File: src/rtl/itc_pkg.sv
`timescale 1ns / 1ps
`default_nettype none

package itc_pkg;

   localparam int NUM_COUNTERS = 3;
   localparam int CNT_W        = 16;

   // item actions
   localparam logic [1:0] ACT_TICK  = 2'd0;
   localparam logic [1:0] ACT_READ  = 2'd1;
   localparam logic [1:0] ACT_WRITE = 2'd2;

   localparam logic [1:0] PORT_CTRL    = 2'd3;
   localparam logic [1:0] SEL_READBACK = 2'd3;

   // access modes
   localparam logic [1:0] ACC_LATCH = 2'd0;
   localparam logic [1:0] ACC_LSB   = 2'd1;
   localparam logic [1:0] ACC_MSB   = 2'd2;
   localparam logic [1:0] ACC_BOTH  = 2'd3;

   // counting modes
   localparam logic [2:0] MODE_TERMINAL = 3'd0;
   localparam logic [2:0] MODE_RATE     = 3'd2;
   localparam logic [2:0] MODE_SQUARE   = 3'd3;

   localparam logic [7:0] RDATA_IDLE = 8'hff;

   typedef struct packed {
      logic [7:0] rdata;
      logic       out_zero;
      logic       out_one;
      logic       out_two;
      logic       irq_pulse;
   } rsp_word_type;

endpackage

`default_nettype wire

File: src/rtl/itc_req_if.sv
`timescale 1ns / 1ps
`default_nettype none

interface itc_req_if;
   logic       valid;
   logic       ready;
   logic [1:0] action;
   logic [1:0] port;
   logic [7:0] wdata;

   modport source (output valid, output action, output port, output wdata, input ready);
   modport sink   (input valid, input action, input port, input wdata, output ready);
endinterface

`default_nettype wire

File: src/rtl/itc_rsp_if.sv
`timescale 1ns / 1ps
`default_nettype none

interface itc_rsp_if;
   logic       valid;
   logic       ready;
   logic [7:0] rdata;
   logic       out_zero;
   logic       out_one;
   logic       out_two;
   logic       irq_pulse;

   modport source (output valid, output rdata, output out_zero, output out_one,
                   output out_two, output irq_pulse, input ready);
   modport sink   (input valid, input rdata, input out_zero, input out_one,
                   input out_two, input irq_pulse, output ready);
endinterface

`default_nettype wire

File: src/rtl/interval_timer_three_channel.sv
// Three-channel interval timer with a byte register interface.
// req_chan carries one word per item: a tick (advances every running
// counter by one step), a register read or a register write. Ports 0-2
// are counter data, port 3 takes control words and latch commands.
// rsp_chan returns exactly one word per request: the read byte (0xff
// when nothing is read), the three OUT levels after the item and the
// counter 0 interrupt pulse.
// The response word is registered; it goes to the response register when that
// is empty or being popped, else to the skid register. Throughput: one request
// per cycle while the skid register is empty; the counter state is updated at
// the accepting edge from combinational next-state logic.
// A two-word output buffer (response register plus skid register) takes
// the word of a request accepted while the receiver holds rsp ready low.
// req ready is low while the skid register is full, so requests resume
// once rsp ready returns high and the skid word moves to the response register.
// Reset (synchronous, active high): all counters stopped and cleared,
// mode 0, access mode LSB then MSB, OUT levels low, buffer empty.
`timescale 1ns / 1ps
`default_nettype none

module interval_timer_three_channel (
   input  wire logic  clock,
   input  wire logic  reset,
   itc_req_if.sink    req_chan,
   itc_rsp_if.source  rsp_chan
);
   import itc_pkg::*;

   logic [CNT_W-1:0] count_ff    [NUM_COUNTERS];
   logic [CNT_W-1:0] count_in    [NUM_COUNTERS];
   logic [CNT_W-1:0] reload_ff   [NUM_COUNTERS];
   logic [CNT_W-1:0] reload_in   [NUM_COUNTERS];
   logic [CNT_W-1:0] latched_ff  [NUM_COUNTERS];
   logic [CNT_W-1:0] latched_in  [NUM_COUNTERS];
   logic [2:0]       mode_ff     [NUM_COUNTERS];
   logic [2:0]       mode_in     [NUM_COUNTERS];
   logic [1:0]       access_ff   [NUM_COUNTERS];
   logic [1:0]       access_in   [NUM_COUNTERS];
   logic [NUM_COUNTERS-1:0] latch_valid_ff, latch_valid_in;
   logic [NUM_COUNTERS-1:0] rd_high_ff, rd_high_in;
   logic [NUM_COUNTERS-1:0] wr_high_ff, wr_high_in;
   logic [NUM_COUNTERS-1:0] level_ff, level_in;
   logic [NUM_COUNTERS-1:0] counting_ff, counting_in;

   rsp_word_type rsp_word_ff, rsp_word_in, skid_word_ff, new_word;
   logic         rsp_valid_ff, rsp_valid_in, skid_valid_ff, skid_valid_in;

   logic push, pop;

   assign req_chan.ready = !skid_valid_ff;
   assign push           = req_chan.valid && !skid_valid_ff;
   assign pop            = rsp_valid_ff && rsp_chan.ready;

   // counter state update and response word
   always_comb begin
      logic [CNT_W-1:0] dec1, dec2, src;
      logic [7:0]       ctl;
      logic [7:0]       rd;
      logic             ev0;
      logic [2:0]       levels;

      rd     = RDATA_IDLE;
      ev0    = 1'b0;
      levels = 3'b000;
      dec1   = '0;
      dec2   = '0;
      src    = '0;
      ctl    = req_chan.wdata;
      if (ctl[2]) begin
         ctl[3] = 1'b0;
      end

      for (int n = 0; n < NUM_COUNTERS; n++) begin
         count_in[n]       = count_ff[n];
         reload_in[n]      = reload_ff[n];
         latched_in[n]     = latched_ff[n];
         mode_in[n]        = mode_ff[n];
         access_in[n]      = access_ff[n];
         latch_valid_in[n] = latch_valid_ff[n];
         rd_high_in[n]     = rd_high_ff[n];
         wr_high_in[n]     = wr_high_ff[n];
         level_in[n]       = level_ff[n];
         counting_in[n]    = counting_ff[n];

         if (push) begin
            case (req_chan.action)
               ACT_TICK: begin
                  dec1 = count_ff[n] - CNT_W'(1);
                  dec2 = count_ff[n] - CNT_W'(2);
                  if (counting_ff[n]) begin
                     case (mode_ff[n])
                        MODE_TERMINAL: begin
                           if (count_ff[n] != '0) begin
                              count_in[n] = dec1;
                              if (dec1 == '0) begin
                                 level_in[n] = 1'b1;
                                 if (n == 0) ev0 = 1'b1;
                              end
                           end
                        end
                        MODE_RATE: begin
                           count_in[n] = dec1;
                           if (dec1 == CNT_W'(1)) begin
                              level_in[n] = 1'b0;
                           end else if (dec1 == '0) begin
                              level_in[n] = 1'b1;
                              count_in[n] = reload_ff[n];
                              if (n == 0) ev0 = 1'b1;
                           end
                        end
                        MODE_SQUARE: begin
                           count_in[n] = dec2;
                           if (level_ff[n]) begin
                              // high half ends at 0, or at all-ones for odd reloads
                              if (dec2 == '0 || dec2 == '1) begin
                                 level_in[n] = 1'b0;
                                 count_in[n] = reload_ff[n];
                              end
                           end else if (dec2 == '0 || dec2 == CNT_W'(1)) begin
                              level_in[n] = 1'b1;
                              count_in[n] = reload_ff[n];
                              if (n == 0) ev0 = 1'b1;
                           end
                        end
                        default: ;
                     endcase
                  end
               end
               ACT_READ: begin
                  if (req_chan.port == 2'(n)) begin
                     src = latch_valid_ff[n] ? latched_ff[n] : count_ff[n];
                     unique case (access_ff[n])
                        ACC_LSB: begin
                           rd                = src[7:0];
                           latch_valid_in[n] = 1'b0;
                        end
                        ACC_MSB: begin
                           rd                = src[15:8];
                           latch_valid_in[n] = 1'b0;
                        end
                        ACC_BOTH: begin
                           if (!rd_high_ff[n]) begin
                              rd            = src[7:0];
                              rd_high_in[n] = 1'b1;
                           end else begin
                              rd                = src[15:8];
                              rd_high_in[n]     = 1'b0;
                              latch_valid_in[n] = 1'b0;
                           end
                        end
                        default: rd = RDATA_IDLE;
                     endcase
                  end
               end
               ACT_WRITE: begin
                  if (req_chan.port == 2'(n)) begin
                     unique case (access_ff[n])
                        ACC_LSB: begin
                           count_in[n]    = {count_ff[n][15:8], req_chan.wdata};
                           reload_in[n]   = {count_ff[n][15:8], req_chan.wdata};
                           counting_in[n] = 1'b1;
                        end
                        ACC_MSB: begin
                           count_in[n]    = {req_chan.wdata, count_ff[n][7:0]};
                           reload_in[n]   = {req_chan.wdata, count_ff[n][7:0]};
                           counting_in[n] = 1'b1;
                        end
                        ACC_BOTH: begin
                           if (!wr_high_ff[n]) begin
                              reload_in[n]  = {count_ff[n][15:8], req_chan.wdata};
                              wr_high_in[n] = 1'b1;
                           end else begin
                              reload_in[n]   = {req_chan.wdata, reload_ff[n][7:0]};
                              count_in[n]    = {req_chan.wdata, reload_ff[n][7:0]};
                              wr_high_in[n]  = 1'b0;
                              counting_in[n] = 1'b1;
                           end
                        end
                        default: ;
                     endcase
                  end else if (req_chan.port == PORT_CTRL && ctl[7:6] != SEL_READBACK
                               && ctl[7:6] == 2'(n)) begin
                     if (ctl[5:4] == ACC_LATCH) begin
                        if (!latch_valid_ff[n]) begin
                           latch_valid_in[n] = 1'b1;
                           latched_in[n]     = count_ff[n];
                           rd_high_in[n]     = 1'b0;
                        end
                     end else begin
                        mode_in[n]    = ctl[3:1];
                        access_in[n]  = ctl[5:4];
                        wr_high_in[n] = 1'b0;
                        count_in[n]   = '0;
                     end
                  end
               end
               default: ;
            endcase
         end
         levels[n] = level_in[n];
      end

      new_word.rdata     = rd;
      new_word.out_zero  = levels[0];
      new_word.out_one   = levels[1];
      new_word.out_two   = levels[2];
      new_word.irq_pulse = ev0;
   end

   // two-word output buffer
   always_comb begin
      rsp_valid_in  = rsp_valid_ff;
      rsp_word_in   = rsp_word_ff;
      skid_valid_in = skid_valid_ff;
      if (pop) begin
         if (skid_valid_ff) begin
            rsp_word_in   = skid_word_ff;
            skid_valid_in = 1'b0;
         end else if (push) begin
            rsp_word_in = new_word;
         end else begin
            rsp_valid_in = 1'b0;
         end
      end else if (push) begin
         if (!rsp_valid_ff) begin
            rsp_word_in  = new_word;
            rsp_valid_in = 1'b1;
         end else begin
            skid_valid_in = 1'b1;
         end
      end
   end

   always_ff @(posedge clock) begin
      if (reset) begin
         for (int n = 0; n < NUM_COUNTERS; n++) begin
            count_ff[n]   <= '0;
            reload_ff[n]  <= '0;
            latched_ff[n] <= '0;
            mode_ff[n]    <= MODE_TERMINAL;
            access_ff[n]  <= ACC_BOTH;
         end
         latch_valid_ff <= '0;
         rd_high_ff     <= '0;
         wr_high_ff     <= '0;
         level_ff       <= '0;
         counting_ff    <= '0;
         rsp_valid_ff   <= 1'b0;
         skid_valid_ff  <= 1'b0;
      end else begin
         for (int n = 0; n < NUM_COUNTERS; n++) begin
            count_ff[n]   <= count_in[n];
            reload_ff[n]  <= reload_in[n];
            latched_ff[n] <= latched_in[n];
            mode_ff[n]    <= mode_in[n];
            access_ff[n]  <= access_in[n];
         end
         latch_valid_ff <= latch_valid_in;
         rd_high_ff     <= rd_high_in;
         wr_high_ff     <= wr_high_in;
         level_ff       <= level_in;
         counting_ff    <= counting_in;
         rsp_valid_ff   <= rsp_valid_in;
         skid_valid_ff  <= skid_valid_in;
      end
   end

   always_ff @(posedge clock) begin
      rsp_word_ff <= rsp_word_in;
      if (push && rsp_valid_ff && !pop) begin
         skid_word_ff <= new_word;
      end
   end

   assign rsp_chan.valid     = rsp_valid_ff;
   assign rsp_chan.rdata     = rsp_word_ff.rdata;
   assign rsp_chan.out_zero  = rsp_word_ff.out_zero;
   assign rsp_chan.out_one   = rsp_word_ff.out_one;
   assign rsp_chan.out_two   = rsp_word_ff.out_two;
   assign rsp_chan.irq_pulse = rsp_word_ff.irq_pulse;

   a_skid_behind_rsp: assert property (@(posedge clock) disable iff (reset)
      skid_valid_ff |-> rsp_valid_ff)
      else $error("skid word held with empty response register");

   a_irq_with_out: assert property (@(posedge clock) disable iff (reset)
      rsp_valid_ff && rsp_word_ff.irq_pulse |-> rsp_word_ff.out_zero)
      else $error("interrupt pulse without counter 0 output high");

   a_high_byte_mode: assert property (@(posedge clock) disable iff (reset)
      wr_high_ff[0] |-> access_ff[0] == ACC_BOTH)
      else $error("write byte pointer set outside LSB-then-MSB access");

   a_counting_sticky: assert property (@(posedge clock) disable iff (reset)
      counting_ff[0] |=> counting_ff[0])
      else $error("counter 0 stopped without reset");

endmodule

`default_nettype wire

File: src/flat_wrapper.sv
// flat-port wrapper written by rule: the top's interface ports become plain ports
module interval_timer_three_channel_flat import itc_pkg::*;
  (clock, reset, req_chan_valid, req_chan_action, req_chan_port, req_chan_wdata, req_chan_ready, rsp_chan_valid, rsp_chan_rdata, rsp_chan_out_zero, rsp_chan_out_one, rsp_chan_out_two, rsp_chan_irq_pulse, rsp_chan_ready);
  itc_req_if req_chan_i ();
  itc_rsp_if rsp_chan_i ();
  input  wire logic clock;
  input  wire logic reset;
  input wire logic [$bits(req_chan_i.valid)-1:0] req_chan_valid;
  input wire logic [$bits(req_chan_i.action)-1:0] req_chan_action;
  input wire logic [$bits(req_chan_i.port)-1:0] req_chan_port;
  input wire logic [$bits(req_chan_i.wdata)-1:0] req_chan_wdata;
  output wire logic [$bits(req_chan_i.ready)-1:0] req_chan_ready;
  output wire logic [$bits(rsp_chan_i.valid)-1:0] rsp_chan_valid;
  output wire logic [$bits(rsp_chan_i.rdata)-1:0] rsp_chan_rdata;
  output wire logic [$bits(rsp_chan_i.out_zero)-1:0] rsp_chan_out_zero;
  output wire logic [$bits(rsp_chan_i.out_one)-1:0] rsp_chan_out_one;
  output wire logic [$bits(rsp_chan_i.out_two)-1:0] rsp_chan_out_two;
  output wire logic [$bits(rsp_chan_i.irq_pulse)-1:0] rsp_chan_irq_pulse;
  input wire logic [$bits(rsp_chan_i.ready)-1:0] rsp_chan_ready;
  assign req_chan_i.valid = req_chan_valid;
  assign req_chan_i.action = req_chan_action;
  assign req_chan_i.port = req_chan_port;
  assign req_chan_i.wdata = req_chan_wdata;
  assign req_chan_ready = req_chan_i.ready;
  assign rsp_chan_valid = rsp_chan_i.valid;
  assign rsp_chan_rdata = rsp_chan_i.rdata;
  assign rsp_chan_out_zero = rsp_chan_i.out_zero;
  assign rsp_chan_out_one = rsp_chan_i.out_one;
  assign rsp_chan_out_two = rsp_chan_i.out_two;
  assign rsp_chan_irq_pulse = rsp_chan_i.irq_pulse;
  assign rsp_chan_i.ready = rsp_chan_ready;
  interval_timer_three_channel u_core (.clock(clock), .reset(reset), .req_chan(req_chan_i), .rsp_chan(rsp_chan_i));
endmodule
File: config.mk
export PLATFORM = sky130hd
export DESIGN_NAME = interval_timer_three_channel_flat
export DESIGN_NICKNAME = d
export VERILOG_FILES = /design/src/rtl/itc_pkg.sv /design/src/rtl/itc_req_if.sv /design/src/rtl/itc_rsp_if.sv /design/src/rtl/interval_timer_three_channel.sv /design/src/flat_wrapper.sv
export SDC_FILE = /design/constraint.sdc
export NUM_CORES = 1
export LEC_CHECK = 0
export ABC_AREA = 0
export BUFFER_PORTS_ARGS = -buffer_cell sky130_fd_sc_hd__buf_2
export CAP_MARGIN = 40
export CORE_ASPECT_RATIO = 1.5
export CORE_MARGIN = 10
export CORE_UTILIZATION = 40
export CTS_CLUSTER_DIAMETER = 150
export CTS_CLUSTER_SIZE = 8
export DETAILED_ROUTE_END_ITERATION = 12
export GPL_ROUTABILITY_DRIVEN = 0
export PLACE_DENSITY_LB_ADDON = 0.12
export SETUP_SLACK_MARGIN = 0.02
export SYNTH_ARGS = -nofsm -noshare
export SYNTH_HDL_FRONTEND = slang
export SYNTH_SLANG_ARGS = --single-unit
File: constraint.sdc
create_clock -name clock -period 4 [get_ports clock]
set_input_delay 0.8 -clock clock [delete_from_list [all_inputs] [get_ports clock]]
set_output_delay 0.8 -clock clock [all_outputs]
set_load 0.1 [all_outputs]
==> results.rst, run 1 <==
.. list-table::
   :header-rows: 1

   * - Metric
     - Value
   * - Outcome
     - finished clean
   * - Clock Root Buffer
     - sky130_fd_sc_hd__clkbuf_16
   * - Proportion of power drawn by the clock network
     - 32.4%
   * - Biggest area contributors in the synthesized netlist
     - sky130_fd_sc_hd__dfxtp_1 (25%), sky130_fd_sc_hd__mux2i_1 (5.6%), sky130_fd_sc_hd__a21oi_1 (5.1%)
   * - Final routed wirelength across all metal layers
     - 54500 microns
   * - Die height
     - 251 microns
   * - Synth Area in Compound Gates
     - 26.5%
   * - Peak supply drop
     - 0.183 mV
   * - Number of design rule violations left after detail routing
     - 0
   * - Headroom to the max-slew limit
     - 39.8%
   * - Fraction of power spent switching nets
     - 36.4%
   * - Power density relative to cell area
     - 349 nW/um^2
   * - Fraction of synthesis flops using an asynchronous set or reset pin
     - 0%
   * - Estimated wirelength of the detail-placed design
     - 40000 microns
   * - Maximum buffer depth of the clock tree
     - 2
   * - Residual antenna-violating net count after detailed routing
     - 0
   * - Simple-gate share of the synthesized area
     - 23.5%
   * - Setup TNS
     - 0 ns
   * - Total number of clock tree sinks
     - 200
   * - Top post-synthesis cells by count
     - sky130_fd_sc_hd__nor2_1 (190), sky130_fd_sc_hd__nand2_1 (185), sky130_fd_sc_hd__dfxtp_1 (176)
   * - Number of cells in the finished layout apart from fillers
     - 2327
   * - Area of the core
     - 35100 sq um
   * - Data required time of the worst path
     - 4.37 ns
   * - Number of hold-repair buffers added at the cts stage
     - 0
   * - Maximum number of pins on one net before global-route repair
     - 63
   * - Synthesized netlist net count
     - 1905
   * - Cts bufs inserted
     - 17
   * - Die width
     - 174 microns
   * - Cell taking the most area after synthesis
     - sky130_fd_sc_hd__dfxtp_1
   * - P_leak
     - 0.00536 uW
   * - Most frequently used flop master after synthesis
     - sky130_fd_sc_hd__dfxtp_1
   * - Final number of hold-violating endpoints
     - 0
   * - Share of Yosys cell area claimed by the top area cell type
     - 24.8%
   * - Number of cells after detailed placement
     - 2295
   * - Area enclosed by the die boundary
     - 43600 sq um
   * - Dominant combinational cell family by area after synthesis
     - compound AO/OA/AOI/OAI gates
   * - Routed WL per cell
     - 23.4 microns
   * - Number of antenna violations at the first check in global routing
     - 0
   * - Total net switching power
     - 2000 uW
   * - Minimum clock period after layout
     - 3.66 ns
   * - Initial core utilization
     - 40.5%
   * - Highest clock rate
     - 273 MHz
   * - Number of global-route vias before repair
     - 14000
   * - Gate power share
     - 28.0%
   * - Power after layout
     - 5500 uW
   * - Clock transition at the registers of the reported paths
     - 0.08 ns
   * - Clock Skews
     - 0.0209 ns
   * - Cell class contributing the biggest share of worst-path delay
     - simple AND/OR/NAND/NOR gates
   * - Sequential share of power
     - 39.6%
   * - Hold/Removal Path Class
     - reg -> reg
   * - Launching element type of the critical path
     - flip-flop
   * - Detail-routed via count per cell
     - 6.22
   * - First-pass iteration count of the detailed router
     - 8
   * - CTS tree
     - built
   * - Net total in the final layout
     - 1893
   * - Synthesized cell area
     - 14200 sq um
   * - Buffers on Ports
     - 29
   * - Critical-path maximum fanout
     - 8
   * - Gr usage total
     - 24.2%
   * - Final worst-path cycle share
     - 91.6%
   * - Final setup violation count
     - 0
   * - Arrival time at the worst endpoint
     - 4.03 ns
   * - Via count
     - 14500
   * - Synth unique cells
     - 87
   * - Area overhead of the layout relative to synthesis
     - 10.7%
   * - Number of synthesized flops with an enable pin
     - 24
   * - Multiplexer share of the synthesized area
     - 6.35%
   * - Pins over their slew limit
     - 0
   * - Synth Area per Inst
     - 7.67 sq um
   * - Buffers & Inverters on Critical Path
     - 2
   * - Top-level I/O count
     - 30
   * - Critical-path top delay cell
     - sky130_fd_sc_hd__or4_1
   * - Count of synthesis-stage warnings from yosys
     - 0
   * - Unrepaired setup endpoints after global routing
     - false
   * - Xor and xnor area share after synthesis
     - 4.74%
   * - Category of the most critical setup path
     - reg -> reg
   * - Longest individual stage delay on the worst path
     - 0.55 ns
   * - Adder-cell share of the synthesized area
     - 3.17%
   * - Ordered list of cells on the worst path
     - inv_1 -> ha_1 -> nor3b_1 -> buf_4 -> or3_1 -> o31a_1 -> or4_1 -> nor4_2 -> nor3_1 -> nor2_1 -> a221oi_1 -> nor4_1
   * - Cell internal power dissipation
     - 3490 uW
   * - Portion of the post-synthesis area used by sequential elements
     - 29.9%
   * - Maxcap violations
     - 0
   * - Diode count
     - 0
   * - Actual slew at the worst max-slew pin
     - 0.904 ns
   * - Number of synthesized register bits
     - 200
   * - Post-Syn Instances
     - 1853
   * - Clk Latency, worst-skew pair
     - 0.47 ns
   * - Number of DRC markers after the initial detailed-route iteration
     - 1319
   * - Deepest level of the CTS H-tree
     - 4
   * - Share of final-layout standard cells stronger than drive strength 1
     - 11.4%
   * - First-pass GRT wire length
     - 83700 microns
   * - Global route overflow
     - 0
   * - Std-Cell Rows
     - 84
   * - Critical Path Sink Type
     - flip-flop
   * - Cell with the most instances after synthesis
     - sky130_fd_sc_hd__nor2_1
==> path summary, 6_finish.rpt <==
kind	startpoint	to	slack [ns]	cells past startpoint
max	u_core.count_ff[0][17]	u_core.count_ff[0][23]	0.34	12
min	u_core.reload_ff[0][41]	u_core.count_ff[0][41]	0.45	2
max reg2reg	u_core.count_ff[0][17]	u_core.count_ff[0][23]	0.34	12
min reg2reg	u_core.reload_ff[0][41]	u_core.count_ff[0][41]	0.45	2
==> worst register-to-register path: stages, from the launching register on <==
cell and delay (ns):
sky130_fd_sc_hd__dfxtp_1 0.34, sky130_fd_sc_hd__inv_1 0.11, sky130_fd_sc_hd__ha_1 0.31, sky130_fd_sc_hd__nor3b_1 0.19
sky130_fd_sc_hd__buf_4 0.19, sky130_fd_sc_hd__or3_1 0.30, sky130_fd_sc_hd__o31a_1 0.15, sky130_fd_sc_hd__or4_1 0.56
sky130_fd_sc_hd__nor4_2 0.55, sky130_fd_sc_hd__nor3_1 0.19, sky130_fd_sc_hd__nor2_1 0.27, sky130_fd_sc_hd__a221oi_1 0.14
sky130_fd_sc_hd__nor4_1 0.27
==> metrics by stage <==
stage          hold WS (ns)  instance area, sq um  util, %  setup slack, ns
6_report              0.455                 15700     44.8            0.338
5_1_grt               0.471                 15700     44.8           0.0679
4_1_cts               0.452                 15700     44.8            0.363
3_5_place_dp          0.448                 15100     43.1            0.390
3_3_place_gp          0.441                 15100     42.9            0.468
2_1_floorplan         0.432                 14200        -            0.506
==> power groups by stage <==
stage / clock network (uW) / registers [uW] / logic [uW]
floorplan: 0 / 2200 / 1040
global placement: 0 / 2220 / 1490
detailed placement: 0 / 2220 / 1500
CTS: 1820 / 2170 / 1510
global route: 1880 / 2180 / 1660
finish: 1780 / 2180 / 1540
==> timing repair <==
item,4_1_cts,5_1_grt
resized for setup,0,1
endpoints found under the setup margin,0,1
setup buffers,0,0
==> routing by layer <==
| layer | part of all wire, % | track usage [%] | vias up |
|---|---|---|---|
| met2 | 49 | 41.8 | 602 |
| met5 | 0 | 0 | - |
| met3 | 5.0 | 3.26 | 191 |
| met4 | 6.9 | 17.0 | 0 |
| li1 | - | - | 6792 |
| met1 | 39 | 27.0 | 6895 |
==> layout by cell type, fill, tap and decap left out, types with 9 or more instances in the layout <==
| cell type | Yosys | routed |
|---|---|---|
| sky130_fd_sc_hd__o221ai_1 | 9 | 9 |
| sky130_fd_sc_hd__dfxtp_1 | 176 | 176 |
| sky130_fd_sc_hd__clkbuf_16 | 0 | 17 |
| sky130_fd_sc_hd__xnor2_1 | 49 | 49 |
| sky130_fd_sc_hd__nand4_1 | 22 | 22 |
| sky130_fd_sc_hd__a21o_1 | 11 | 11 |
| sky130_fd_sc_hd__or3_1 | 12 | 12 |
| sky130_fd_sc_hd__nor4_1 | 26 | 26 |
| sky130_fd_sc_hd__a221oi_1 | 27 | 27 |
| sky130_fd_sc_hd__o21ai_0 | 76 | 76 |
| sky130_fd_sc_hd__mux2_2 | 9 | 9 |
| sky130_fd_sc_hd__nor3_1 | 47 | 46 |
| sky130_fd_sc_hd__o22ai_1 | 38 | 38 |
| sky130_fd_sc_hd__mux2i_1 | 80 | 80 |
| sky130_fd_sc_hd__o21ai_1 | 9 | 9 |
| sky130_fd_sc_hd__a211oi_1 | 67 | 66 |
| sky130_fd_sc_hd__nand2b_1 | 19 | 19 |
| sky130_fd_sc_hd__inv_1 | 55 | 54 |
| sky130_fd_sc_hd__a31oi_1 | 23 | 23 |
| sky130_fd_sc_hd__ha_1 | 36 | 34 |
| sky130_fd_sc_hd__a21oi_1 | 145 | 145 |
| sky130_fd_sc_hd__and3_1 | 11 | 11 |
| sky130_fd_sc_hd__buf_4 | 1 | 98 |
| sky130_fd_sc_hd__nand3_1 | 51 | 51 |
| sky130_fd_sc_hd__nor2_1 | 190 | 190 |
| sky130_fd_sc_hd__o21a_1 | 19 | 19 |
| sky130_fd_sc_hd__nor3b_1 | 24 | 23 |
| sky130_fd_sc_hd__buf_2 | 5 | 29 |
| sky130_fd_sc_hd__or4_1 | 10 | 10 |
| sky130_fd_sc_hd__xor2_1 | 28 | 28 |
| sky130_fd_sc_hd__nor2b_1 | 18 | 18 |
| sky130_fd_sc_hd__nand2_1 | 185 | 185 |
| sky130_fd_sc_hd__o211ai_1 | 26 | 26 |
| sky130_fd_sc_hd__edfxtp_1 | 24 | 24 |
| sky130_fd_sc_hd__a22oi_1 | 50 | 50 |
==> area by class of cell <==
type	count	area, sq um
well taps	473	592
multi-input cells	1436	9150
clock inverters	14	151
inverters	55	206
repair buffers	131	946
clock buffers	18	439
fillers	3652	19400
flip-flops and latches	200	4240
==> cell families after synthesis <==
logic type      Yosys count
xor+xnor                 77
flops                   200
compound gates          564
buf+inv                 217
mux                      89
fa+ha+maj                36
simple gates            670
==> state kept, by name (all words and copies together) (netlist names), 3 cells and up <==
| name | cells |
|---|---|
| u_core.access_ff | 6 |
| u_core.count_ff | 48 |
| u_core.counting_ff | 3 |
| u_core.latch_valid_ff | 3 |
| u_core.latched_ff | 48 |
| u_core.level_ff | 3 |
| u_core.mode_ff | 9 |
| u_core.rd_high_ff | 3 |
| u_core.reload_ff | 48 |
| u_core.rsp_chan.rdata | 8 |
| u_core.skid_word_ff | 12 |
| u_core.wr_high_ff | 3 |
Power figures use the tool's default switching activity.
==> run 2, diff against run 1 <==
--- a/config.mk
+++ b/config.mk
@@ -11,8 +11,8 @@
 export CORE_ASPECT_RATIO = 1.5
 export CORE_MARGIN = 10
 export CORE_UTILIZATION = 40
+export CTS_BUF_LIST = sky130_fd_sc_hd__clkbuf_8
 export CTS_CLUSTER_DIAMETER = 150
-export CTS_CLUSTER_SIZE = 8
 export DETAILED_ROUTE_END_ITERATION = 12
 export GPL_ROUTABILITY_DRIVEN = 0
 export PLACE_DENSITY_LB_ADDON = 0.12
==> results.rst, run 2 (synthesis results as in run 1) <==
.. list-table::
   :header-rows: 1

   * - Metric
     - Value
   * - Std-Cell Rows
     - 84
   * - Buffers on Ports
     - 29
   * - Power density relative to cell area
     - 327 nW/um^2
   * - Share of final-layout standard cells stronger than drive strength 1
     - 11.4%
   * - Final number of hold-violating endpoints
     - 0
   * - Routed WL per cell
     - 23.3 microns
   * - Number of hold-repair buffers added at the cts stage
     - 0
   * - Critical-path maximum fanout
     - 8
   * - Peak supply drop
     - 0.152 mV
   * - Clock transition at the registers of the reported paths
     - 0.11 ns
   * - Sequential share of power
     - 42.9%
   * - Clk Latency, worst-skew pair
     - 0.53 ns
   * - Via count
     - 14500
   * - Core Util, Final
     - 44.3%
   * - CTS tree
     - built
   * - Estimated wirelength of the detail-placed design
     - 40000 microns
   * - Data required time of the worst path
     - 4.43 ns
   * - Fraction of power spent switching nets
     - 38.4%
   * - Commonest cells after routing, fill and taps aside
     - sky130_fd_sc_hd__nor2_1 (190), sky130_fd_sc_hd__nand2_1 (185), sky130_fd_sc_hd__dfxtp_1 (176)
   * - Pins over their slew limit
     - 0
   * - Largest registers ranked by flip-flop count
     - u_core.count_ff (48), u_core.latched_ff (48), u_core.reload_ff (48)
   * - Minimum clock period after layout
     - 3.71 ns
   * - Die width
     - 174 microns
   * - Clock Skews
     - 0.0294 ns
   * - Placed instance area
     - 15100 sq um
   * - Area overhead of the layout relative to synthesis
     - 9.38%
   * - Gate power share
     - 30.3%
   * - Critical Path Sink Type
     - flip-flop
   * - Unrepaired setup endpoints after global routing
     - false
   * - Highest clock rate
     - 270 MHz
   * - Number of design rule violations left after detail routing
     - 0
   * - Detail-routed via count per cell
     - 6.24
   * - Final setup violation count
     - 0
   * - Die height
     - 251 microns
   * - Number of global-route vias before repair
     - 14000
   * - Outcome
     - finished clean
   * - Residual antenna-violating net count after detailed routing
     - 0
   * - Arrival time at the worst endpoint
     - 4.14 ns
   * - Final worst-path cycle share
     - 92.7%
   * - Cell class contributing the biggest share of worst-path delay
     - simple AND/OR/NAND/NOR gates
   * - First-pass iteration count of the detailed router
     - 8
   * - Post-route cell area
     - 15500 sq um
   * - Number of antenna violations at the first check in global routing
     - 1
   * - Headroom to the max-slew limit
     - 39.7%
   * - Maximum buffer depth of the clock tree
     - 2
   * - Proportion of power drawn by the clock network
     - 26.8%
   * - Clock Root Buffer
     - sky130_fd_sc_hd__clkbuf_8
   * - FILL cells
     - 3666
   * - Maximum number of pins on one net before global-route repair
     - 63
   * - Setup TNS
     - 0 ns
   * - Critical-path top delay cell
     - sky130_fd_sc_hd__nor4_2
   * - Deepest level of the CTS H-tree
     - 4
   * - Total net switching power
     - 1950 uW
   * - Launching element type of the critical path
     - flip-flop
   * - Category of the most critical setup path
     - reg -> reg
   * - Top-level I/O count
     - 30
   * - Total number of clock tree sinks
     - 200
   * - Gr usage total
     - 24.1%
   * - First-pass GRT wire length
     - 83500 microns
   * - Actual slew at the worst max-slew pin
     - 0.901 ns
   * - Most common library cell in the layout ignoring fill and taps
     - sky130_fd_sc_hd__nor2_1
   * - Global route overflow
     - 0
   * - Cell internal power dissipation
     - 3130 uW
   * - Initial core utilization
     - 40.5%
   * - Maxcap violations
     - 0
   * - Cts bufs inserted
     - 17
   * - Hold/Removal Path Class
     - reg -> reg
   * - Ordered list of cells on the worst path
     - inv_1 -> ha_1 -> nor3b_1 -> buf_4 -> or3_1 -> o31a_1 -> or4_1 -> nor4_2 -> nor3_1 -> nor2_1 -> a221oi_1 -> nor4_1
   * - Longest individual stage delay on the worst path
     - 0.57 ns
   * - Number of DRC markers after the initial detailed-route iteration
     - 1293
   * - Final routed wirelength across all metal layers
     - 54200 microns
   * - Area of the core
     - 35100 sq um
   * - P_leak
     - 0.00528 uW
   * - Area enclosed by the die boundary
     - 43600 sq um
   * - Net total in the final layout
     - 1893
   * - Buffers & Inverters on Critical Path
     - 2
run 2: cell type report:
cell class / instances / area [sq um] / area share [%]
diodes: 1 / 2.50 / 0.0161
flip-flops and latches: 200 / 4240 / 27.3
well taps: 473 / 592 / 3.81
repair buffers: 131 / 946 / 6.08
inverters: 55 / 206 / 1.33
clock inverters: 14 / 151 / 0.974
multi-input cells: 1436 / 9160 / 58.9
clock buffers: 18 / 248 / 1.59
run 2: final timing paths:
kind                                              start                     end  slack, ns  depth (start not counted)
worst max-delay path             u_core.count_ff[0][17]  u_core.count_ff[0][23]       0.29                         12
worst min-delay path            u_core.reload_ff[0][41]  u_core.count_ff[0][41]       0.45                          2
worst max register to register   u_core.count_ff[0][17]  u_core.count_ff[0][23]       0.29                         12
worst min register to register  u_core.reload_ff[0][41]  u_core.count_ff[0][41]       0.45                          2
run 2: through the flow:
stage / instances / setup slack (ns) / hold WS [ns] / power [uW]
after global placement: 2289 / 0.468 / 0.441 / 3710
after floorplan: 1853 / 0.506 / 0.432 / 3240
final: 2328 / 0.293 / 0.447 / 5080
after CTS: 2327 / 0.355 / 0.450 / 5080
after detailed placement: 2295 / 0.390 / 0.448 / 3720
after global routing: 2328 / 0.0625 / 0.475 / 5310
run 2: per-layer routing:
| layer | part of all wire (%) | GRT usage (%) | up-vias | wire [microns] |
|---|---|---|---|---|
| li1 | - | - | 6798 | - |
| met1 | 38 | 26.7 | 6886 | 20600 |
| met2 | 49 | 41.7 | 621 | 26700 |
| met3 | 5.5 | 3.27 | 211 | 2970 |
| met4 | 7.4 | 17.6 | 0 | 3990 |
| met5 | 0 | 0 | - | 0 |
run 2: worst min-delay path: stages, from the launching register on:
cell                      delay [ns]
sky130_fd_sc_hd__dfxtp_1        0.32
sky130_fd_sc_hd__nand2_1        0.05
sky130_fd_sc_hd__a31oi_1        0.06
run 2: power groups by stage:
stage               logic [uW]  clock network [uW]  registers [uW]
floorplan                 1040                   0            2200
global placement          1490                   0            2220
detailed placement        1500                   0            2220
CTS                       1510                1390            2180
global route              1660                1460            2180
finish                    1540                1360            2180
run 2: timing repair:
| action | in CTS | in global routing |
|---|---|---|
| resized for setup | 0 | 2 |
| setup endpoints to repair | 0 | 3 |
| setup buffers | 0 | 0 |
